==> config.mk <==
export PLATFORM = sky130hd
export DESIGN_NAME = detection_overlap_matcher
export DESIGN_NICKNAME = d
export VERILOG_FILES = /design/src/sv/dom_pkg.sv /design/src/sv/dom_front.sv /design/src/sv/dom_back.sv /design/src/sv/detection_overlap_matcher.sv
export SDC_FILE = /design/constraint.sdc
export NUM_CORES = 2
export LEC_CHECK = 0
export ABC_CLOCK_PERIOD_IN_PS = 10550
export BUFFER_PORTS_ARGS = -buffer_cell sky130_fd_sc_hd__buf_2
export CELL_PAD_IN_SITES_DETAIL_PLACEMENT = 0
export CELL_PAD_IN_SITES_GLOBAL_PLACEMENT = 1
export CORE_MARGIN = 2
export CORE_UTILIZATION = 30
export DETAILED_ROUTE_END_ITERATION = 8
export GPL_ROUTABILITY_DRIVEN = 0
export PLACE_DENSITY = 0.5
export SETUP_SLACK_MARGIN = 0.1
export SLEW_MARGIN = 10
export SYNTH_ARGS = -nofsm -noshare
export SYNTH_HDL_FRONTEND = slang
export SYNTH_HIERARCHICAL = 1
export SYNTH_SLANG_ARGS = --single-unit
==> constraint.sdc <==
create_clock -name clock -period 10.55 [get_ports clock]
set_input_delay 0.5275 -clock clock [delete_from_list [all_inputs] [get_ports clock]]
set_output_delay 0.5275 -clock clock [all_outputs]
set_load 0.005 [all_outputs]
==> src/sv/dom_pkg.sv <==
// dom_pkg: shared widths, request codes and payload types of the detection overlap matcher.
// No dependencies; imported by every module of the block.
package dom_pkg;

   localparam int COORD_W = 12;
   localparam int SIZE_W  = 11;
   localparam int OFS_W   = 11;
   localparam int TOTAL_W = 32;
   // box edges (left plus width) need one more bit than a coordinate, plus sign headroom
   localparam int EDGE_W  = COORD_W + 2;
   localparam int SPAN_W  = COORD_W + 1;
   localparam int AREA_W  = 2 * SPAN_W;

   localparam logic [OFS_W-1:0]   CROP_X_RESET = OFS_W'(1280 / 4);
   localparam logic [OFS_W-1:0]   CROP_Y_RESET = OFS_W'(720 / 4);
   localparam logic [TOTAL_W-1:0] TOTAL_MAX    = '1;

   localparam logic [1:0] REQ_LOAD   = 2'd0;
   localparam logic [1:0] REQ_DETECT = 2'd1;
   localparam logic [1:0] REQ_EOF    = 2'd2;

   typedef enum logic [1:0] {
      OP_LOAD,
      OP_DETECT,
      OP_EOF,
      OP_NONE
   } op_type;

   typedef struct packed {
      logic signed [COORD_W-1:0] x;
      logic signed [COORD_W-1:0] y;
      logic [SIZE_W-1:0]         w;
      logic [SIZE_W-1:0]         h;
   } box_type;

   typedef struct packed {
      op_type  op;
      box_type box;
   } cmd_type;

   typedef struct packed {
      logic [1:0]                req_type;
      logic signed [COORD_W-1:0] box_x;
      logic signed [COORD_W-1:0] box_y;
      logic [SIZE_W-1:0]         box_w;
      logic [SIZE_W-1:0]         box_h;
   } req_item_type;

   typedef struct packed {
      logic               matched;
      logic               table_overflow;
      logic [TOTAL_W-1:0] true_pos_total;
      logic [TOTAL_W-1:0] false_pos_total;
      logic [TOTAL_W-1:0] false_neg_total;
      logic [TOTAL_W-1:0] truth_total;
      logic [TOTAL_W-1:0] detect_total;
   } rsp_item_type;

endpackage

==> src/sv/dom_front.sv <==
// dom_front: request decode, crop adjustment of ground-truth boxes and the command queue.
// Depends on dom_pkg.
module dom_front import dom_pkg::*; (
   input  logic               clock,
   input  logic               reset,
   input  logic [OFS_W-1:0]   crop_x,
   input  logic [OFS_W-1:0]   crop_y,
   input  logic               push,
   output logic               full,
   input  req_item_type       req_item,
   output logic               cmd_valid,
   input  logic               cmd_pop,
   output cmd_type            cmd_head
);

   localparam int QDEPTH = 2;
   localparam int PTR_W  = $clog2(QDEPTH);
   localparam int QCNT_W = $clog2(QDEPTH + 1);

   cmd_type           q_ff [QDEPTH];
   logic [PTR_W-1:0]  wr_ptr_ff, wr_ptr_in;
   logic [PTR_W-1:0]  rd_ptr_ff, rd_ptr_in;
   logic [QCNT_W-1:0] count_ff, count_in;
   logic              do_push, do_pop;
   cmd_type           cmd_new;

   // subtract the offset and clamp to the coordinate range
   function automatic logic signed [COORD_W-1:0] sat_coord(
      input logic signed [COORD_W-1:0] v,
      input logic [OFS_W-1:0]          ofs
   );
      logic signed [COORD_W:0] d;
      d = $signed({v[COORD_W-1], v}) - $signed({{(COORD_W + 1 - OFS_W){1'b0}}, ofs});
      if (d[COORD_W] != d[COORD_W-1]) begin
         return d[COORD_W] ? {1'b1, {(COORD_W - 1){1'b0}}} : {1'b0, {(COORD_W - 1){1'b1}}};
      end
      return d[COORD_W-1:0];
   endfunction

   always_comb begin
      cmd_new.box.x = req_item.box_x;
      cmd_new.box.y = req_item.box_y;
      cmd_new.box.w = req_item.box_w;
      cmd_new.box.h = req_item.box_h;
      unique case (req_item.req_type)
         REQ_LOAD: begin
            cmd_new.op    = OP_LOAD;
            cmd_new.box.x = sat_coord(req_item.box_x, crop_x);
            cmd_new.box.y = sat_coord(req_item.box_y, crop_y);
         end
         REQ_DETECT: cmd_new.op = OP_DETECT;
         REQ_EOF:    cmd_new.op = OP_EOF;
         default:    cmd_new.op = OP_NONE;
      endcase
   end

   assign full      = (count_ff == QCNT_W'(QDEPTH));
   assign cmd_valid = (count_ff != '0);
   assign cmd_head  = q_ff[rd_ptr_ff];
   assign do_push   = push && !full;
   assign do_pop    = cmd_pop && cmd_valid;

   always_comb begin
      wr_ptr_in = do_push ? wr_ptr_ff + PTR_W'(1) : wr_ptr_ff;
      rd_ptr_in = do_pop ? rd_ptr_ff + PTR_W'(1) : rd_ptr_ff;
      count_in  = count_ff + QCNT_W'(do_push) - QCNT_W'(do_pop);
   end

   always_ff @(posedge clock) begin
      if (reset) begin
         wr_ptr_ff <= '0;
         rd_ptr_ff <= '0;
         count_ff  <= '0;
      end else begin
         wr_ptr_ff <= wr_ptr_in;
         rd_ptr_ff <= rd_ptr_in;
         count_ff  <= count_in;
      end
   end

   always_ff @(posedge clock) begin
      if (do_push) begin
         q_ff[wr_ptr_ff] <= cmd_new;
      end
   end

endmodule

==> src/sv/dom_back.sv <==
// dom_back: truth table memory, overlap scan pipeline, saturating totals and result register.
// Depends on dom_pkg; fed by dom_front.
module dom_back import dom_pkg::*; #(
   parameter int MAX_TRUTH = 32
) (
   input  logic         clock,
   input  logic         reset,
   input  logic         cmd_valid,
   output logic         cmd_pop,
   input  cmd_type      cmd_head,
   input  logic         pop,
   output logic         empty,
   output rsp_item_type rsp_item
);

   localparam int IDX_W  = (MAX_TRUTH > 1) ? $clog2(MAX_TRUTH) : 1;
   localparam int FILL_W = $clog2(MAX_TRUTH + 1);

   typedef enum logic [2:0] {
      S_IDLE = 3'b001,
      S_SCAN = 3'b010,
      S_EMIT = 3'b100
   } state_type;

   state_type          state_ff, state_in;
   box_type            mem [MAX_TRUTH];
   box_type            rd_ff;
   box_type            det_ff, det_in;
   logic [MAX_TRUTH-1:0] valid_ff, valid_in;
   logic [FILL_W-1:0]  fill_ff, fill_in;
   logic [FILL_W-1:0]  live_ff, live_in;
   logic [FILL_W-1:0]  issue_ff, issue_in;
   logic [TOTAL_W-1:0] tp_ff, tp_in, fp_ff, fp_in, fn_ff, fn_in;
   logic [TOTAL_W-1:0] gt_ff, gt_in, dt_ff, dt_in;
   logic [TOTAL_W:0]   fn_sum;
   logic               matched_ff, matched_in, overflow_ff, overflow_in;
   rsp_item_type       out_ff, out_in;
   logic               out_vld_ff, out_vld_in;
   logic               out_wr, wr_en;

   // scan pipeline
   logic               p1_vld_ff, p1_vld_in, p1_live_ff;
   logic [IDX_W-1:0]   p1_idx_ff;
   logic               p2_vld_ff, p2_ok_ff, p2_ok_in;
   logic [IDX_W-1:0]   p2_idx_ff;
   logic [SPAN_W-1:0]  p2_cap_dx_ff, p2_cap_dy_ff, p2_cup_dx_ff, p2_cup_dy_ff;
   logic [SPAN_W-1:0]  cap_dx_in, cap_dy_in, cup_dx_in, cup_dy_in;
   logic               p3_vld_ff, p3_ok_ff;
   logic [IDX_W-1:0]   p3_idx_ff;
   logic [AREA_W-1:0]  p3_cap_ff, p3_cup_ff;
   logic               hit, issue_go;

   logic signed [EDGE_W-1:0] gx0, gx1, gy0, gy1, dx0, dx1, dy0, dy1;
   logic signed [EDGE_W-1:0] ix0, ix1, iy0, iy1, ux0, ux1, uy0, uy1;

   function automatic logic [TOTAL_W-1:0] sat_inc(input logic [TOTAL_W-1:0] v);
      return (v == TOTAL_MAX) ? v : v + TOTAL_W'(1);
   endfunction

   // overlap geometry on the entry just read and the held detection
   always_comb begin
      gx0 = EDGE_W'(rd_ff.x);
      gy0 = EDGE_W'(rd_ff.y);
      dx0 = EDGE_W'(det_ff.x);
      dy0 = EDGE_W'(det_ff.y);
      gx1 = gx0 + $signed(EDGE_W'(rd_ff.w));
      gy1 = gy0 + $signed(EDGE_W'(rd_ff.h));
      dx1 = dx0 + $signed(EDGE_W'(det_ff.w));
      dy1 = dy0 + $signed(EDGE_W'(det_ff.h));
      ix0 = (gx0 > dx0) ? gx0 : dx0;
      iy0 = (gy0 > dy0) ? gy0 : dy0;
      ix1 = (gx1 < dx1) ? gx1 : dx1;
      iy1 = (gy1 < dy1) ? gy1 : dy1;
      ux0 = (gx0 < dx0) ? gx0 : dx0;
      uy0 = (gy0 < dy0) ? gy0 : dy0;
      ux1 = (gx1 > dx1) ? gx1 : dx1;
      uy1 = (gy1 > dy1) ? gy1 : dy1;
      cap_dx_in = (ix1 > ix0) ? SPAN_W'(ix1 - ix0) : '0;
      cap_dy_in = (iy1 > iy0) ? SPAN_W'(iy1 - iy0) : '0;
      cup_dx_in = SPAN_W'(ux1 - ux0);
      cup_dy_in = SPAN_W'(uy1 - uy0);
      // a box with no width or height never matches
      p2_ok_in  = p1_live_ff && (rd_ff.w != '0) && (rd_ff.h != '0)
                  && (det_ff.w != '0) && (det_ff.h != '0);
   end

   assign hit      = p3_vld_ff && p3_ok_ff && ({p3_cap_ff, 1'b0} >= {1'b0, p3_cup_ff});
   assign issue_go = (state_ff == S_SCAN) && (issue_ff < fill_ff) && !hit;
   assign wr_en    = (state_ff == S_IDLE) && cmd_valid && (cmd_head.op == OP_LOAD)
                     && (fill_ff != FILL_W'(MAX_TRUTH));
   assign fn_sum   = {1'b0, fn_ff} + (TOTAL_W + 1)'(live_ff);

   always_comb begin
      state_in    = state_ff;
      det_in      = det_ff;
      valid_in    = valid_ff;
      fill_in     = fill_ff;
      live_in     = live_ff;
      issue_in    = issue_ff;
      tp_in       = tp_ff;
      fp_in       = fp_ff;
      fn_in       = fn_ff;
      gt_in       = gt_ff;
      dt_in       = dt_ff;
      matched_in  = matched_ff;
      overflow_in = overflow_ff;
      cmd_pop     = 1'b0;
      out_wr      = 1'b0;
      p1_vld_in   = issue_go;
      if (issue_go) begin
         issue_in = issue_ff + FILL_W'(1);
      end
      unique case (state_ff)
         S_IDLE: begin
            if (cmd_valid) begin
               cmd_pop     = 1'b1;
               matched_in  = 1'b0;
               overflow_in = 1'b0;
               state_in    = S_EMIT;
               unique case (cmd_head.op)
                  OP_LOAD: begin
                     if (wr_en) begin
                        valid_in[fill_ff[IDX_W-1:0]] = 1'b1;
                        fill_in = fill_ff + FILL_W'(1);
                        live_in = live_ff + FILL_W'(1);
                        gt_in   = sat_inc(gt_ff);
                     end else begin
                        overflow_in = 1'b1;
                     end
                  end
                  OP_DETECT: begin
                     dt_in    = sat_inc(dt_ff);
                     det_in   = cmd_head.box;
                     issue_in = '0;
                     state_in = S_SCAN;
                  end
                  OP_EOF: begin
                     fn_in    = fn_sum[TOTAL_W] ? TOTAL_MAX : fn_sum[TOTAL_W-1:0];
                     live_in  = '0;
                     fill_in  = '0;
                     valid_in = '0;
                  end
                  OP_NONE: begin
                  end
               endcase
            end
         end
         S_SCAN: begin
            if (hit) begin
               valid_in[p3_idx_ff] = 1'b0;
               live_in    = live_ff - FILL_W'(1);
               tp_in      = sat_inc(tp_ff);
               matched_in = 1'b1;
               state_in   = S_EMIT;
            end else if ((issue_ff == fill_ff) && !p1_vld_ff && !p2_vld_ff && !p3_vld_ff) begin
               fp_in    = sat_inc(fp_ff);
               state_in = S_EMIT;
            end
         end
         S_EMIT: begin
            if (!out_vld_ff || pop) begin
               out_wr   = 1'b1;
               state_in = S_IDLE;
            end
         end
         default: state_in = S_IDLE;
      endcase
   end

   always_comb begin
      out_in.matched         = matched_ff;
      out_in.table_overflow  = overflow_ff;
      out_in.true_pos_total  = tp_ff;
      out_in.false_pos_total = fp_ff;
      out_in.false_neg_total = fn_ff;
      out_in.truth_total     = gt_ff;
      out_in.detect_total    = dt_ff;
      out_vld_in = out_wr ? 1'b1 : (pop ? 1'b0 : out_vld_ff);
   end

   assign empty    = !out_vld_ff;
   assign rsp_item = out_ff;

   always_ff @(posedge clock) begin
      if (reset) begin
         state_ff    <= S_IDLE;
         valid_ff    <= '0;
         fill_ff     <= '0;
         live_ff     <= '0;
         issue_ff    <= '0;
         tp_ff       <= '0;
         fp_ff       <= '0;
         fn_ff       <= '0;
         gt_ff       <= '0;
         dt_ff       <= '0;
         matched_ff  <= 1'b0;
         overflow_ff <= 1'b0;
         out_vld_ff  <= 1'b0;
         p1_vld_ff   <= 1'b0;
         p2_vld_ff   <= 1'b0;
         p3_vld_ff   <= 1'b0;
      end else begin
         state_ff    <= state_in;
         valid_ff    <= valid_in;
         fill_ff     <= fill_in;
         live_ff     <= live_in;
         issue_ff    <= issue_in;
         tp_ff       <= tp_in;
         fp_ff       <= fp_in;
         fn_ff       <= fn_in;
         gt_ff       <= gt_in;
         dt_ff       <= dt_in;
         matched_ff  <= matched_in;
         overflow_ff <= overflow_in;
         out_vld_ff  <= out_vld_in;
         p1_vld_ff   <= p1_vld_in;
         p2_vld_ff   <= p1_vld_ff && !hit;
         p3_vld_ff   <= p2_vld_ff && !hit;
      end
   end

   // table memory: one write port at the fill position, one registered read port
   always_ff @(posedge clock) begin
      if (wr_en) begin
         mem[fill_ff[IDX_W-1:0]] <= cmd_head.box;
      end
      rd_ff <= mem[issue_ff[IDX_W-1:0]];
   end

   always_ff @(posedge clock) begin
      det_ff       <= det_in;
      out_ff       <= out_wr ? out_in : out_ff;
      p1_live_ff   <= valid_ff[issue_ff[IDX_W-1:0]];
      p1_idx_ff    <= issue_ff[IDX_W-1:0];
      p2_ok_ff     <= p2_ok_in;
      p2_idx_ff    <= p1_idx_ff;
      p2_cap_dx_ff <= cap_dx_in;
      p2_cap_dy_ff <= cap_dy_in;
      p2_cup_dx_ff <= cup_dx_in;
      p2_cup_dy_ff <= cup_dy_in;
      p3_ok_ff     <= p2_ok_ff;
      p3_idx_ff    <= p2_idx_ff;
      p3_cap_ff    <= AREA_W'(p2_cap_dx_ff) * AREA_W'(p2_cap_dy_ff);
      p3_cup_ff    <= AREA_W'(p2_cup_dx_ff) * AREA_W'(p2_cup_dy_ff);
   end

endmodule

==> src/sv/detection_overlap_matcher.sv <==
// detection_overlap_matcher: top level with crop offset registers, front decode and back scan.
// Depends on dom_pkg, dom_front and dom_back.
// A load, frame end or unknown request passes the command queue and the emit state into the
// result register, and the back end takes the next request only once that result is written;
// a detection first scans the loaded entries, one per cycle, in the overlap pipeline until a match.
// Reset clears the queues, valid bits and totals and sets the offsets to 320 and 180.
module detection_overlap_matcher import dom_pkg::*; #(
   parameter int MAX_TRUTH = 32
) (
   input  logic         clock,
   input  logic         reset,
   // request queue side
   input  logic         push,
   output logic         full,
   input  req_item_type req_item,
   // result queue side
   output logic         empty,
   input  logic         pop,
   output rsp_item_type rsp_item,
   // register port
   input  logic         psel,
   input  logic         penable,
   input  logic         pwrite,
   input  logic [2:0]   paddr,
   input  logic [31:0]  pwdata,
   output logic [31:0]  prdata,
   output logic         pready
);

   // register select is the word address bit
   localparam logic REG_CROP_X = 1'b0;
   localparam logic REG_CROP_Y = 1'b1;

   logic [OFS_W-1:0] crop_x_ff, crop_x_in;
   logic [OFS_W-1:0] crop_y_ff, crop_y_in;
   logic             csr_wr;
   logic             cmd_valid, cmd_pop;
   cmd_type          cmd_head;

   // Offsets must be written by the user only while the block is idle (not enforced here),
   // so the front may apply them at request transfer without any tracking of in-flight items.
   assign pready = 1'b1;
   assign csr_wr = psel && penable && pwrite && pready;

   always_comb begin
      crop_x_in = crop_x_ff;
      crop_y_in = crop_y_ff;
      if (csr_wr) begin
         unique case (paddr[2])
            REG_CROP_X: crop_x_in = pwdata[OFS_W-1:0];
            REG_CROP_Y: crop_y_in = pwdata[OFS_W-1:0];
            default:    crop_x_in = crop_x_ff;
         endcase
      end
   end

   always_comb begin
      unique case (paddr[2])
         REG_CROP_X: prdata = 32'(crop_x_ff);
         REG_CROP_Y: prdata = 32'(crop_y_ff);
         default:    prdata = '0;
      endcase
   end

   always_ff @(posedge clock) begin
      if (reset) begin
         crop_x_ff <= CROP_X_RESET;
         crop_y_ff <= CROP_Y_RESET;
      end else begin
         crop_x_ff <= crop_x_in;
         crop_y_ff <= crop_y_in;
      end
   end

   // Front: decode each request, adjust loaded boxes, hold them in a short queue.
   dom_front u_front (
      .clock     (clock),
      .reset     (reset),
      .crop_x    (crop_x_ff),
      .crop_y    (crop_y_ff),
      .push      (push),
      .full      (full),
      .req_item  (req_item),
      .cmd_valid (cmd_valid),
      .cmd_pop   (cmd_pop),
      .cmd_head  (cmd_head)
   );

   // Back: table, scan, totals and the result register that parts it from the consumer.
   dom_back #(
      .MAX_TRUTH (MAX_TRUTH)
   ) u_back (
      .clock     (clock),
      .reset     (reset),
      .cmd_valid (cmd_valid),
      .cmd_pop   (cmd_pop),
      .cmd_head  (cmd_head),
      .pop       (pop),
      .empty     (empty),
      .rsp_item  (rsp_item)
   );

endmodule

==> results.sh <==
export IMPL_reg2reg_to="u_back/p2_cap_dy_ff[0]$_SDFF_PP0_"
export IMPL_met1_length_mm=129
export IMPL_yosysMostFrequentCell="edfxtp_1"
export IMPL_grt_pass1_vias=58900
export IMPL_crit_buf_inv=4
export IMPL_finalSetupViolations=0
export IMPL_drc=0
export IMPL_maxCapViolations=0
export IMPL_vias=56800
export IMPL_grt_max_degree=182
export IMPL_max_stage_delay_ns=0.60
export IMPL_crit_required_ns=11.27
export IMPL_period_needed_ns=7.55
export IMPL_seq_area_mm2=0.0616
export IMPL_slew_headroom_pct=26.0
export IMPL_rr_worst_depth=31
export IMPL_critPathTopFamily="compound AO/OA/AOI/OAI gates"
export IMPL_crit_end="u_back/p2_cap_dy_ff[0]$_SDFF_PP0_"
export IMPL_hp_class="input pin to flop"
export IMPL_dpl_hpwl_mm=176
export IMPL_netlist_area_mm2=0.101
export IMPL_wl_met3_mm=12.3
export IMPL_synth_edff_count=1776
export IMPL_clock_sinks=2190
export IMPL_yosysSeqAreaShare_pct=61.2
export IMPL_fillers=32100
export IMPL_rsz0062_at_grt="no"
export IMPL_yosysUniqueCellTypes=96
export IMPL_synth_top_flop_cell="edfxtp_1"
export IMPL_track_usage_pct=16.3
export IMPL_ys_ff_latch=2190
export IMPL_post_route_period_util_pct=71.5
export IMPL_grt_pass1_wl_mm=411
export IMPL_portBuffers=241
export IMPL_start_util_pct=30.2
export IMPL_routed_top_layer="met5"
export IMPL_die_w_um=583
export IMPL_fin_setup_tns_ns=0
export IMPL_clock_skew_ns=0.119
export IMPL_cts_setup_buffers=0
export IMPL_syn_inst=6627
export IMPL_crit_cells=31
export IMPL_cts_buffers=243
export IMPL_antenna_found_initial=25
export IMPL_crit_path_end_kind="flop"
export IMPL_dr_first_iter_drc_count=4161
export IMPL_worstMarginPinSlew_ns=1.11
export IMPL_io_pins=287
export IMPL_finalMaxSlewViolations=0
export IMPL_clk_pin_slew_worst_paths_ns=0.06
export IMPL_cts_buffer_depth=4
export IMPL_area_growth_pct=15.1
export IMPL_cts_tree="built"
export IMPL_crit_start="u_back/det_ff[22]$_DFFE_PP_"
export IMPL_worst_path_most_repeated_cell="a21o_1"
export IMPL_cp_start_kind="flop"
export IMPL_ant_nets=0
export IMPL_rrSetupSlack_ns=3.00
export IMPL_synth_area_leaders="edfxtp_1 53%, mux4_2 11%, dfxtp_1 8.2%"
export IMPL_timing_rr_start="u_back/det_ff[22]$_DFFE_PP_"
export IMPL_yosys_warnings=6
export IMPL_wl_per_cell_um=24.2
export IMPL_grt_overflow=0
export IMPL_crit_path_top_delay_cell="a41oi_4"
export IMPL_fmax_mhz=132
export IMPL_die_area_mm2=0.340
export IMPL_synth_top_area_share_pct=53.0
export IMPL_layout_drive_gt1_share_pct=19.9
export IMPL_vias_per_cell=4.90
export IMPL_final_nets=7688
export IMPL_critPathKind="flop to flop"
export IMPL_status="completed"
export IMPL_arrival_ns=8.27
export IMPL_synth_top_cells_by_count="1776 x edfxtp_1, 488 x inv_1, 470 x mux4_2"
export IMPL_ctsHtreeMaxLevel=4
export IMPL_worstPathMaxFanout=17
export IMPL_hold_violations=0
export IMPL_wl_met2_mm=135
export IMPL_fp_dieH_um=583
export IMPL_avgSynthCellArea_um2=15.2
export IMPL_multiInputGateArea_mm2=0.0363
export IMPL_num_rows=212
export IMPL_cts_root_buf="clkbuf_16"
export IMPL_synth_top_area_cell="edfxtp_1"
export IMPL_insertion_delay_ns=0.94
export IMPL_coreArea_mm2=0.334
export IMPL_drt_total_wl_mm=280
export IMPL_async_flop_share_pct=0
export IMPL_first_pass_iters=7
[what timing repair did]
| action | in CTS | in global routing |
|---|---|---|
| hold endpoints to repair | 103 | 0 |
| hold buffers | 51 | 0 |
| resized for setup | 0 | 0 |
[cell families after synthesis]
kind of cell	share of synthesized area (%)
xor+xnor	1.97
fa+ha+maj	9.49
flops	61.2
other cells	0.00746
buf+inv	3.10
mux	13.1
simple gates	7.31
compound gates	3.85
[per-layer routing]
metal | global-route usage [%] | vias up
met2 | 27.3 | 1200
met4 | 3.20 | 6
li1 | - | 25500
met5 | 0 | -
met3 | 2.26 | 288
met1 | 22.6 | 29900
[registers in the layout, summed over array words and instances (netlist names), 22 cells and up, named ones only]
signal,cells
u_back/mem,1472
u_back/rsp_item,162
u_front/q_ff,96
u_back/det_ff,46
u_back/dt_ff,32
u_back/fn_ff,32
u_back/fp_ff,32
u_back/gt_ff,32
u_back/tp_ff,32
u_back/valid_ff,32
u_back/p3_cap_ff,26
u_back/p3_cup_ff,26
u_back/rd_ff,22
[worst reg2reg max path, delay by kind of cell (launching register included)]
kind,cells,cell delay [ns]
AO/OA/AOI/OAI,14,3.71
AND/OR/NAND/NOR,8,1.43
flip-flops,1,0.45
adder cells (fa/ha/maj),5,1.38
buffers and inverters,4,0.46
[how the worst min path moves through the flow]
stage / from / end / slack (ns) / cells past startpoint
after detailed placement: u_back/p1_idx_ff[1]$_DFF_P_ / u_back/p2_idx_ff[1]$_DFF_P_ / 0.31 / 0
after CTS: req_item[40] / u_front/q_ff[0][40]$_DFFE_PP_ / 0.003 / 3
after floorplan: u_back/p1_idx_ff[0]$_DFF_P_ / u_back/p2_idx_ff[0]$_DFF_P_ / 0.31 / 0
after global placement: u_back/p1_idx_ff[4]$_DFF_P_ / u_back/p2_idx_ff[4]$_DFF_P_ / 0.31 / 0
after global routing: req_item[40] / u_front/q_ff[0][40]$_DFFE_PP_ / 0.03 / 3
final: reset / u_front/rd_ptr_ff$_SDFFE_PP0P_ / 0.07 / 2
[area by class of cell]
class | count | share of cell area [%]
sequential | 2190 | 53.2
antenna | 7 | 0.0151
clock buffer | 318 | 5.72
inverter | 489 | 1.58
timing repair buffer | 390 | 2.18
clock inverter | 137 | 1.28
tap | 4387 | 4.74
multi-input combinational | 3672 | 31.3
[per-stage QoR]
stage / setup WS (ns) / hold slack [ns] / std cells / area, um2 / utilization, %
4_1_cts: 3.08 / 0.00275 / 11600 / 116000 / 34.7
3_3_place_gp: 3.04 / 0.310 / 11100 / 107000 / 32.2
5_1_grt: 2.35 / 0.0309 / 11600 / 116000 / 34.7
2_1_floorplan: 3.91 / 0.310 / 6647 / 101000 / -
6_report: 3.00 / 0.0704 / 11600 / 116000 / 34.7
3_5_place_dp: 3.13 / 0.312 / 11100 / 107000 / 32.2
[placed cells by master, fill, tap and decap left out, drive strengths merged, types with 44 or more instances in the layout]
cell         netlist  routed
xor2             108     108
edfxtp          1776    1776
nor2b             69      69
a21oi            178     178
nand2b            47      47
buf              106     338
dfxtp            414     414
inv              489     495
nand2            436     436
a21o              44      44
mux2i             71      71
mux4             470     470
ha               359     359
nand3            120     120
nand4             90      90
xnor2            118     118
clkinv             0      90
nor3              58      58
dlygate4sd3        0      51
and2             153     153
o21ai            209     209
fa               253     253
nor2             304     304
mux2             165     165
clkbuf           190     319
nor4              50      50
Power is left out: the tool's default activity adds up to more than one toggle a clock period on the data nets, which glitch-free logic cannot reach.
